File: src/rtl/core/ace_pkg.sv
// ----------------------------------------------------------------------------
// ace_pkg
// Shared constants, status codes and controller/datapath command types for
// the array circular list engine.
// ----------------------------------------------------------------------------
package ace_pkg;

  localparam int CAPACITY  = 16;
  localparam int DATA_BITS = 8;

  localparam logic OP_INSERT = 1'b0;
  localparam logic OP_REMOVE = 1'b1;

  typedef enum logic [1:0] {
    ST_OK     = 2'd0,
    ST_FULL   = 2'd1,
    ST_BADPOS = 2'd2,
    ST_EMPTY  = 2'd3
  } status_e;

  // link/data read address select
  typedef enum logic [2:0] {
    RD_NONE,
    RD_HEAD,
    RD_WALK,
    RD_FREE,
    RD_PREV,
    RD_CUR
  } rd_sel_e;

  // link/data write select
  typedef enum logic [2:0] {
    WR_NONE,
    WR_FRESH,
    WR_PREV_INS,
    WR_PREV_REM,
    WR_CUR
  } wr_sel_e;

  typedef struct packed {
    logic    load;
    logic    check;
    logic    walk;
    rd_sel_e rd_sel;
    wr_sel_e wr_sel;
    logic    finish;
  } ctl_cmd_t;

  typedef struct packed {
    logic fail;
    logic is_remove;
    logic need_walk;
    logic walk_done;
  } dp_sts_t;

endpackage

File: src/rtl/core/ace_ctrl.sv
// ----------------------------------------------------------------------------
// ace_ctrl
// Sequencer for the list engine: check, predecessor walk, relink steps and
// result hand-off to the output register.
// ----------------------------------------------------------------------------
module ace_ctrl (
  input  logic              clk_i,
  input  logic              rst_ni,
  input  logic              in_valid_i,
  output logic              in_ready_o,
  output logic              out_valid_o,
  input  logic              out_ready_i,
  input  ace_pkg::dp_sts_t  sts_i,
  output ace_pkg::ctl_cmd_t cmd_o
);

  typedef enum logic [3:0] {
    S_IDLE,
    S_CHECK,
    S_WALK,
    S_I_RD_FREE,
    S_I_RD_PREV,
    S_I_WR_FRESH,
    S_I_WR_PREV,
    S_R_RD_PREV,
    S_R_RD_CUR,
    S_R_WR_PREV,
    S_R_WR_CUR,
    S_DONE
  } state_e;

  state_e state_q, state_d;
  logic   out_valid_q, out_valid_d;
  logic   slot_free;

  assign slot_free   = !out_valid_q || out_ready_i;
  assign in_ready_o  = (state_q == S_IDLE);
  assign out_valid_o = out_valid_q;

  always_comb begin
    state_d       = state_q;
    cmd_o         = '0;
    cmd_o.rd_sel  = ace_pkg::RD_NONE;
    cmd_o.wr_sel  = ace_pkg::WR_NONE;
    out_valid_d   = out_valid_q && !out_ready_i;
    case (state_q)
      S_IDLE: begin
        if (in_valid_i) begin
          cmd_o.load = 1'b1;
          state_d    = S_CHECK;
        end
      end
      S_CHECK: begin
        cmd_o.check  = 1'b1;
        cmd_o.rd_sel = ace_pkg::RD_HEAD;
        if (sts_i.fail) begin
          state_d = S_DONE;
        end else if (sts_i.need_walk) begin
          state_d = S_WALK;
        end else if (sts_i.is_remove) begin
          state_d = S_R_RD_PREV;
        end else begin
          state_d = S_I_RD_FREE;
        end
      end
      S_WALK: begin
        cmd_o.walk   = 1'b1;
        cmd_o.rd_sel = ace_pkg::RD_WALK;
        if (sts_i.walk_done) begin
          state_d = sts_i.is_remove ? S_R_RD_PREV : S_I_RD_FREE;
        end
      end
      S_I_RD_FREE: begin
        cmd_o.rd_sel = ace_pkg::RD_FREE;
        state_d      = S_I_RD_PREV;
      end
      S_I_RD_PREV: begin
        cmd_o.rd_sel = ace_pkg::RD_PREV;
        state_d      = S_I_WR_FRESH;
      end
      S_I_WR_FRESH: begin
        cmd_o.wr_sel = ace_pkg::WR_FRESH;
        state_d      = S_I_WR_PREV;
      end
      S_I_WR_PREV: begin
        cmd_o.wr_sel = ace_pkg::WR_PREV_INS;
        state_d      = S_DONE;
      end
      S_R_RD_PREV: begin
        cmd_o.rd_sel = ace_pkg::RD_PREV;
        state_d      = S_R_RD_CUR;
      end
      S_R_RD_CUR: begin
        cmd_o.rd_sel = ace_pkg::RD_CUR;
        state_d      = S_R_WR_PREV;
      end
      S_R_WR_PREV: begin
        cmd_o.wr_sel = ace_pkg::WR_PREV_REM;
        state_d      = S_R_WR_CUR;
      end
      S_R_WR_CUR: begin
        cmd_o.wr_sel = ace_pkg::WR_CUR;
        state_d      = S_DONE;
      end
      S_DONE: begin
        // hold here while the previous result still sits in the output register
        if (slot_free) begin
          cmd_o.finish = 1'b1;
          out_valid_d  = 1'b1;
          state_d      = S_IDLE;
        end
      end
      default: begin
        state_d = S_IDLE;
      end
    endcase
  end

  always_ff @(posedge clk_i or negedge rst_ni) begin
    if (!rst_ni) begin
      state_q     <= S_IDLE;
      out_valid_q <= 1'b0;
    end else begin
      state_q     <= state_d;
      out_valid_q <= out_valid_d;
    end
  end

endmodule

File: src/rtl/core/ace_dp.sv
// ----------------------------------------------------------------------------
// ace_dp
// Datapath of the list engine: item and result registers, head, free head,
// count, link and data memories with a fill mark for the reset link pattern.
// ----------------------------------------------------------------------------
module ace_dp #(
  parameter int CAPACITY  = ace_pkg::CAPACITY,
  parameter int DATA_BITS = ace_pkg::DATA_BITS
) (
  input  logic                           clk_i,
  input  logic                           rst_ni,
  input  ace_pkg::ctl_cmd_t              cmd_i,
  output ace_pkg::dp_sts_t               sts_o,
  input  logic                           opcode_i,
  input  logic [$clog2(CAPACITY+1)-1:0]  position_i,
  input  logic [DATA_BITS-1:0]           value_i,
  output logic [1:0]                     status_o,
  output logic [DATA_BITS-1:0]           removed_value_o,
  output logic [$clog2(CAPACITY+1)-1:0]  count_o
);

  localparam int IW = (CAPACITY > 1) ? $clog2(CAPACITY) : 1;
  localparam int LW = $clog2(CAPACITY + 1);
  localparam logic [LW-1:0] CAP_L = LW'(CAPACITY);

  // out-of-range links fold to slot 0
  function automatic logic [IW-1:0] slot_of(input logic [LW-1:0] s);
    logic [IW-1:0] r;
    r = (s < CAP_L) ? s[IW-1:0] : '0;
    return r;
  endfunction

  logic [LW-1:0]        link_mem [CAPACITY];
  logic [DATA_BITS-1:0] data_mem [CAPACITY];

  logic                  op_q;
  logic [LW-1:0]         pos_q;
  logic [DATA_BITS-1:0]  val_q;
  ace_pkg::status_e      work_status_q, check_status;
  logic [DATA_BITS-1:0]  removed_q;
  logic [IW-1:0]         p_q, cur_q, raddr_q, raddr;
  logic [LW-1:0]         n_q, next_free_q;
  logic                  round_q;
  logic [IW-1:0]         head_q;
  logic [LW-1:0]         free_q, count_q, wm_q;
  logic [LW-1:0]         link_rd_q, eff;
  logic [DATA_BITS-1:0]  data_rd_q;
  ace_pkg::status_e      res_status_q;
  logic [DATA_BITS-1:0]  res_removed_q;
  logic [LW-1:0]         res_count_q;

  logic                  round_c;
  logic [IW-1:0]         fresh, waddr;
  logic                  link_we, data_we;
  logic [LW-1:0]         link_wdata;
  logic [DATA_BITS-1:0]  data_wdata;

  // slots at or above the fill mark were never written and keep the reset link
  assign eff   = (LW'(raddr_q) >= wm_q) ? (LW'(raddr_q) + LW'(1)) : link_rd_q;
  assign fresh = slot_of(free_q);

  always_comb begin
    if (op_q == ace_pkg::OP_INSERT) begin
      if (count_q >= CAP_L) begin
        check_status = ace_pkg::ST_FULL;
      end else if (pos_q > count_q) begin
        check_status = ace_pkg::ST_BADPOS;
      end else begin
        check_status = ace_pkg::ST_OK;
      end
    end else begin
      if (count_q == '0) begin
        check_status = ace_pkg::ST_EMPTY;
      end else if (pos_q >= count_q) begin
        check_status = ace_pkg::ST_BADPOS;
      end else begin
        check_status = ace_pkg::ST_OK;
      end
    end
  end

  assign round_c         = (pos_q == '0) || (pos_q == count_q);
  assign sts_o.fail      = (check_status != ace_pkg::ST_OK);
  assign sts_o.is_remove = (op_q == ace_pkg::OP_REMOVE);
  assign sts_o.need_walk = (count_q > LW'(1)) && (round_c || (pos_q > LW'(1)));
  assign sts_o.walk_done = round_q ? ((eff == LW'(head_q)) || (n_q == LW'(1)))
                                   : (n_q == LW'(1));

  always_comb begin
    case (cmd_i.rd_sel)
      ace_pkg::RD_HEAD: raddr = head_q;
      ace_pkg::RD_WALK: raddr = slot_of(eff);
      ace_pkg::RD_FREE: raddr = fresh;
      ace_pkg::RD_PREV: raddr = p_q;
      ace_pkg::RD_CUR:  raddr = slot_of(eff);
      default:          raddr = raddr_q;
    endcase
  end

  always_comb begin
    link_we    = 1'b0;
    data_we    = 1'b0;
    waddr      = p_q;
    link_wdata = eff;
    data_wdata = val_q;
    case (cmd_i.wr_sel)
      ace_pkg::WR_FRESH: begin
        link_we = 1'b1;
        data_we = 1'b1;
        waddr   = fresh;
      end
      ace_pkg::WR_PREV_INS: begin
        link_we    = 1'b1;
        link_wdata = LW'(fresh);
      end
      ace_pkg::WR_PREV_REM: begin
        link_we = 1'b1;
      end
      ace_pkg::WR_CUR: begin
        link_we    = 1'b1;
        data_we    = 1'b1;
        waddr      = cur_q;
        link_wdata = free_q;
        data_wdata = '0;
      end
      default: begin
        link_we = 1'b0;
      end
    endcase
  end

  always_ff @(posedge clk_i) begin
    if (link_we) begin
      link_mem[waddr] <= link_wdata;
    end
    if (data_we) begin
      data_mem[waddr] <= data_wdata;
    end
    link_rd_q <= link_mem[raddr];
    data_rd_q <= data_mem[raddr];
    raddr_q   <= raddr;
  end

  // item, walk and result registers
  always_ff @(posedge clk_i) begin
    if (cmd_i.load) begin
      op_q  <= opcode_i;
      pos_q <= position_i;
      val_q <= value_i;
    end
    if (cmd_i.check) begin
      work_status_q <= check_status;
      removed_q     <= '0;
      p_q           <= head_q;
      round_q       <= round_c;
      n_q           <= round_c ? CAP_L : (pos_q - LW'(1));
    end
    if (cmd_i.walk) begin
      n_q <= n_q - LW'(1);
      if (!(round_q && (eff == LW'(head_q)))) begin
        p_q <= slot_of(eff);
      end
    end
    if (cmd_i.rd_sel == ace_pkg::RD_PREV) begin
      next_free_q <= eff;
    end
    if (cmd_i.rd_sel == ace_pkg::RD_CUR) begin
      cur_q <= slot_of(eff);
    end
    if (cmd_i.wr_sel == ace_pkg::WR_PREV_REM) begin
      removed_q <= data_rd_q;
    end
    if (cmd_i.finish) begin
      res_status_q  <= work_status_q;
      res_removed_q <= removed_q;
      res_count_q   <= count_q;
    end
  end

  always_ff @(posedge clk_i or negedge rst_ni) begin
    if (!rst_ni) begin
      head_q  <= '0;
      free_q  <= '0;
      count_q <= '0;
      wm_q    <= '0;
    end else begin
      case (cmd_i.wr_sel)
        ace_pkg::WR_PREV_INS: begin
          if (pos_q == '0) begin
            head_q <= fresh;
          end
          free_q  <= next_free_q;
          count_q <= count_q + LW'(1);
          if (LW'(fresh) == wm_q) begin
            wm_q <= wm_q + LW'(1);
          end
        end
        ace_pkg::WR_PREV_REM: begin
          if (pos_q == '0) begin
            head_q <= slot_of(eff);
          end
        end
        ace_pkg::WR_CUR: begin
          free_q  <= LW'(cur_q);
          count_q <= count_q - LW'(1);
        end
        default: begin
          head_q <= head_q;
        end
      endcase
    end
  end

  assign status_o        = res_status_q;
  assign removed_value_o = res_removed_q;
  assign count_o         = res_count_q;

  a_count_range: assert property (@(posedge clk_i) disable iff (!rst_ni)
    count_q <= CAP_L)
    else $error("element count above capacity");

  a_insert_count: assert property (@(posedge clk_i) disable iff (!rst_ni)
    cmd_i.wr_sel == ace_pkg::WR_PREV_INS |=> count_q == $past(count_q) + LW'(1))
    else $error("insert commit did not bump count");

  a_remove_count: assert property (@(posedge clk_i) disable iff (!rst_ni)
    cmd_i.wr_sel == ace_pkg::WR_CUR |=> count_q == $past(count_q) - LW'(1))
    else $error("remove commit did not drop count");

  a_free_valid: assert property (@(posedge clk_i) disable iff (!rst_ni)
    count_q != CAP_L |-> free_q < CAP_L)
    else $error("free head out of range while slots remain");

endmodule

File: src/rtl/core/array_circular_list_engine.sv
// ----------------------------------------------------------------------------
// array_circular_list_engine
// Circular singly linked list in a fixed slot array with a free list of
// unused slots; inserts or removes one element per beat.
// ----------------------------------------------------------------------------
// Usage:
//   input channel  in_valid_i/in_ready_o carries opcode_i (0 insert, 1 remove),
//   position_i and value_i. output channel out_valid_o/out_ready_i carries
//   status_o (ok, full, bad position, empty), removed_value_o and count_o,
//   one result beat per input beat, in order.
//   a beat is taken only while the engine is idle. a refused beat goes from
//   the check straight to its result; an accepted insert or remove first
//   walks to its predecessor where needed (0 to CAPACITY steps, one link
//   memory read per step), then relinks in four steps, two reads and two
//   writes, on the link and data memories.
//   reset (rst_ni low, asynchronous) empties the list and frees all slots at
//   once; never-used slots are tracked by a fill mark, so no clearing pass.
//   a stalled receiver holds the result in the output register; the engine
//   takes the next beat and works on it, then waits with that result until
//   the register is free.
// ----------------------------------------------------------------------------
module array_circular_list_engine #(
  parameter int CAPACITY  = ace_pkg::CAPACITY,
  parameter int DATA_BITS = ace_pkg::DATA_BITS
) (
  input  logic                           clk_i,
  input  logic                           rst_ni,
  input  logic                           in_valid_i,
  output logic                           in_ready_o,
  input  logic                           opcode_i,
  input  logic [$clog2(CAPACITY+1)-1:0]  position_i,
  input  logic [DATA_BITS-1:0]           value_i,
  output logic                           out_valid_o,
  input  logic                           out_ready_i,
  output logic [1:0]                     status_o,
  output logic [DATA_BITS-1:0]           removed_value_o,
  output logic [$clog2(CAPACITY+1)-1:0]  count_o
);

  ace_pkg::ctl_cmd_t cmd;
  ace_pkg::dp_sts_t  sts;

  ace_ctrl u_ctrl (
    .clk_i       (clk_i),
    .rst_ni      (rst_ni),
    .in_valid_i  (in_valid_i),
    .in_ready_o  (in_ready_o),
    .out_valid_o (out_valid_o),
    .out_ready_i (out_ready_i),
    .sts_i       (sts),
    .cmd_o       (cmd)
  );

  ace_dp #(
    .CAPACITY  (CAPACITY),
    .DATA_BITS (DATA_BITS)
  ) u_dp (
    .clk_i           (clk_i),
    .rst_ni          (rst_ni),
    .cmd_i           (cmd),
    .sts_o           (sts),
    .opcode_i        (opcode_i),
    .position_i      (position_i),
    .value_i         (value_i),
    .status_o        (status_o),
    .removed_value_o (removed_value_o),
    .count_o         (count_o)
  );

endmodule
File: config.mk
export PLATFORM = sky130hd
export DESIGN_NAME = array_circular_list_engine
export DESIGN_NICKNAME = d
export VERILOG_FILES = /design/src/rtl/core/ace_pkg.sv /design/src/rtl/core/ace_ctrl.sv /design/src/rtl/core/ace_dp.sv /design/src/rtl/core/array_circular_list_engine.sv
export SDC_FILE = /design/constraint.sdc
export NUM_CORES = 1
export LEC_CHECK = 0
export BUFFER_PORTS_ARGS = -buffer_cell sky130_fd_sc_hd__buf_4
export CELL_PAD_IN_SITES_DETAIL_PLACEMENT = 2
export CELL_PAD_IN_SITES_GLOBAL_PLACEMENT = 2
export CORE_ASPECT_RATIO = 1.1
export CORE_MARGIN = 2
export CORE_UTILIZATION = 44
export DETAILED_ROUTE_END_ITERATION = 12
export GPL_TIMING_DRIVEN = 0
export MAX_ROUTING_LAYER = met4
export PLACE_DENSITY_LB_ADDON = 0.12
export SYNTH_ARGS = -nofsm -noshare
export SYNTH_HDL_FRONTEND = slang
export SYNTH_SLANG_ARGS = --single-unit
File: constraint.sdc
create_clock -name clk_i -period 3.63 [get_ports clk_i]
set_input_delay 0.726 -clock clk_i [delete_from_list [all_inputs] [get_ports clk_i]]
set_output_delay 0.726 -clock clk_i [all_outputs]
set_load 0.02 [all_outputs]
==> flow_summary_export.csv <==
group,metric,value,unit
outcome,outcome,"completed",
timing,min_period,3.49,ns
logic_synthesis,synth_top_area_share,59.2,%
placement,portBuffers,34,
logic_synthesis,synth_top_family_by_area,"compound AO/OA/AOI/OAI gates",
worst_setup_path,startpoint,"u_dp.raddr_q[2]",
logic_synthesis,synth_compound_area_share,12.2,%
timing,setup_viol,0,
logic_synthesis,async_flop_share,7.82,%
timing,slew-limit-headroom,24.6,%
worst_setup_path,r2r_cells,10,
global_routing,grt_pass1_vias,10200,
global_routing,grt_max_degree,25,
timing,finalMaxSlewViolations,0,
floorplanning,die_h,186,um
worst_setup_path,path_max_fanout,10,
worst_setup_path,cp.arrival,3.94,ns
placement,placed_area,0.0140,sq mm
clocking,root_buffer,"clkbuf_16",
worst_setup_path,regToRegSetupSlack,0.14,ns
floorplanning,io_pins,35,
cells_and_area,areaGrowthSynthToFinish,16.0,%
logic_synthesis,yosysUniqueCellTypes,63,
cells_and_area,multiInputGateArea,0.00428,sq mm
global_routing,overflow,0,
route,drc,0,
logic_synthesis,synth_mux_area_share,3.55,%
cells_and_area,seq_area,0.00889,sq mm
worst_setup_path,r2r-end,"u_dp.link_rd_q[0]",
global_routing,antenna_found_initial,0,
clocking,clkTransAtPathRegs,0.06,ns
logic_synthesis,yosysWarnings,0,
route,dr.pass1.iters,5,
placement,gp_congestion,0.878,
route,drt_iter0_markers,619,
placement,hpwl,30000,um
worst_setup_path,cp_data_required_time,4.08,ns
route,wl_per_cell,28.8,um
logic_synthesis,yosysTopAreaCell,"edfxtp_1",
logic_synthesis,synth_commonest_cells,"edfxtp_1, nand2_1, nor2_1",
cells_and_area,design_area,0.0154,sq mm
cells_and_area,fillerInstances,2825,
worst_setup_path,critPathKind,"reg2reg",
clocking,cts_tree,"done",
timing,hold_violations,0,
route,vias,9169,
hold_path,hold_class,"in2async",
run,drv_cap,0,
logic_synthesis,synthTopCellsByArea,"edfxtp_1, dfrtp_1, nand2_1",
clocking,cts_hold_buf,0,
cells_and_area,drive_gt1_share,17.0,%
floorplanning,core,0.0296,sq mm
cells_and_area,utilization,52.0,%
timing,worst_slew_pin_slew,1.13,ns
floorplanning,initial_core_util,44.8,%
logic_synthesis,synth_area,0.0133,sq mm
route,routed_wl,43600,um
logic_synthesis,yosysSeqAreaShare,66.9,%
clocking,h-tree-depth,2,
worst_setup_path,end_kind,"flip-flop",
timing,clock_skew,0.0240,ns
route,viasPerCell,6.06,
clocking,numCtsBuffers,34,
global_routing,track_usage,29.2,%
logic_synthesis,synthCells,1045,
clocking,cts_num_sinks,307,
timing,rsz0062_at_grt,"no",
logic_synthesis,ys_ff_latch,307,
floorplanning,die_w,170,um
worst_setup_path,r2r-start,"u_dp.raddr_q[2]",
logic_synthesis,ys.flop_type,"edfxtp_1",
global_routing,grt_first_pass_wirelength,65300,um
timing,fin_crit_sh,96.2,%
floorplanning,rows,66,
logic_synthesis,synthAdderAreaFrac,1.70,%
clocking,clk-insertion-delay-late,0.53,ns
logic_synthesis,yosysMostFrequentCell,"edfxtp_1",
floorplanning,dieArea,0.0316,sq mm
worst_setup_path,endpoint,"u_dp.link_rd_q[0]",
route,ant_nets,0,
cells_and_area,nets,1153,
worst_setup_path,cp-start-kind,"flip-flop",
logic_synthesis,syn_avg_cell_area,12.7,sq um
logic_synthesis,synth_simple_gate_area_share,11.3,%
timing,max_freq,286,MHz
logic_synthesis,synth-edff-count,262,
logic_synthesis,synth_nets,1081,
cells_and_area,diodes,0,
logic_synthesis,synth-xor-area-share,1.32,%
clocking,clk_path_buf_depth,3,
how the worst min path moves through the flow:
| stage | start | end | slack [ns] | depth (start not counted) |
|---|---|---|---|---|
| CTS | rst_ni | u_dp.head_q[3] | 0.13 | 1 |
| floorplan | u_dp.removed_q[0] | u_dp.removed_value_o[0] | 0.40 | 0 |
| finish | rst_ni | u_dp.head_q[3] | 0.12 | 1 |
| detailed placement | u_dp.removed_q[2] | u_dp.removed_value_o[2] | 0.41 | 0 |
| global route | rst_ni | u_dp.wm_q[0] | 0.13 | 1 |
| global placement | u_dp.removed_q[4] | u_dp.removed_value_o[4] | 0.40 | 0 |
critical path, cell delays in order (launching register included):
cell,delay (ns)
dfxtp_1,0.48
ha_1,0.29
o21a_1,0.20
o21ba_2,0.25
and3_1,0.20
a32o_1,0.28
a221o_1,0.44
or2_2,0.41
clkbuf_2,0.29
a221oi_1,0.37
or3_1,0.20
cells by family after synthesis:
group,after synthesis
AO/OA/AOI/OAI,221
buffers and inverters,101
XOR/XNOR,20
flip-flops,307
adder cells (fa/ha/maj),18
AND/OR/NAND/NOR,331
multiplexers,47
metal layers:
metal	GRT usage [%]	up-vias	share of wire [%]
li1	-	4091	-
met1	33.9	4684	39
met2	51.5	281	52
met3	3.53	113	4.3
met4	12.6	0	4.4
met5	-	-	0
through the flow:
step                      hold WS [ns]  worst slack (ns)  instances  setup TNS [ns]
after CTS                        0.128           -0.0434       1514          -0.377
final                            0.122             0.139       1514               0
after global routing             0.132            0.0199       1514               0
after detailed placement         0.407            -0.527       1454          -47.90
after floorplan                  0.400             0.719       1045               0
after global placement           0.402            -0.348       1453          -29.07
state kept, by name (all words and copies together), names as in the netlist, 2 cells and up:
name	cells
u_ctrl.state_q	4
u_dp.pos_q	5
u_dp.next_free_q	5
u_dp.link_mem	80
u_dp.status_o	2
u_dp.link_rd_q	5
u_dp.n_q	5
u_dp.cur_q	4
u_dp.wm_q	5
u_dp.free_q	5
u_dp.data_rd_q	8
u_dp.count_q	5
u_dp.removed_value_o	8
u_dp.p_q	4
u_dp.data_mem	128
u_dp.val_q	8
u_dp.removed_q	8
u_dp.count_o	5
u_dp.work_status_q	2
u_dp.raddr_q	4
u_dp.head_q	4
cell usage in the layout, fill, tap and decap left out, types with 17 or more instances in the layout:
cell type	n
clkbuf_16	35
a211oi_1	24
edfxtp_1	262
nor2_2	19
nand3_1	17
a221oi_1	24
mux2i_1	45
clkbuf_2	21
dfrtp_1	23
inv_1	47
nand2_1	128
buf_4	42
ha_1	18
clkbuf_1	23
dfxtp_1	20
a21oi_1	47
nor2_1	62
o32ai_1	35
and3_1	18
o21ai_0	25
what timing repair did:
action / 4_1_cts / 5_1_grt
setup buffers: 2 / 1
pin swaps: 1 / 2
endpoints found under the setup margin: 206 / 221
resized for setup: 58 / 60
final cells by class:
cell class | count | share of cell area [%]
buffer | 50 | 1.67
clock buffer | 47 | 6.11
clock inverter | 12 | 0.625
inverter | 49 | 1.19
multi-input combinational | 637 | 27.8
sequential | 307 | 57.7
tap | 374 | 3.04
timing repair buffer | 38 | 1.88
Power is left out: the tool's default activity adds up to more than one toggle a clock period on the data nets, which glitch-free logic cannot reach.
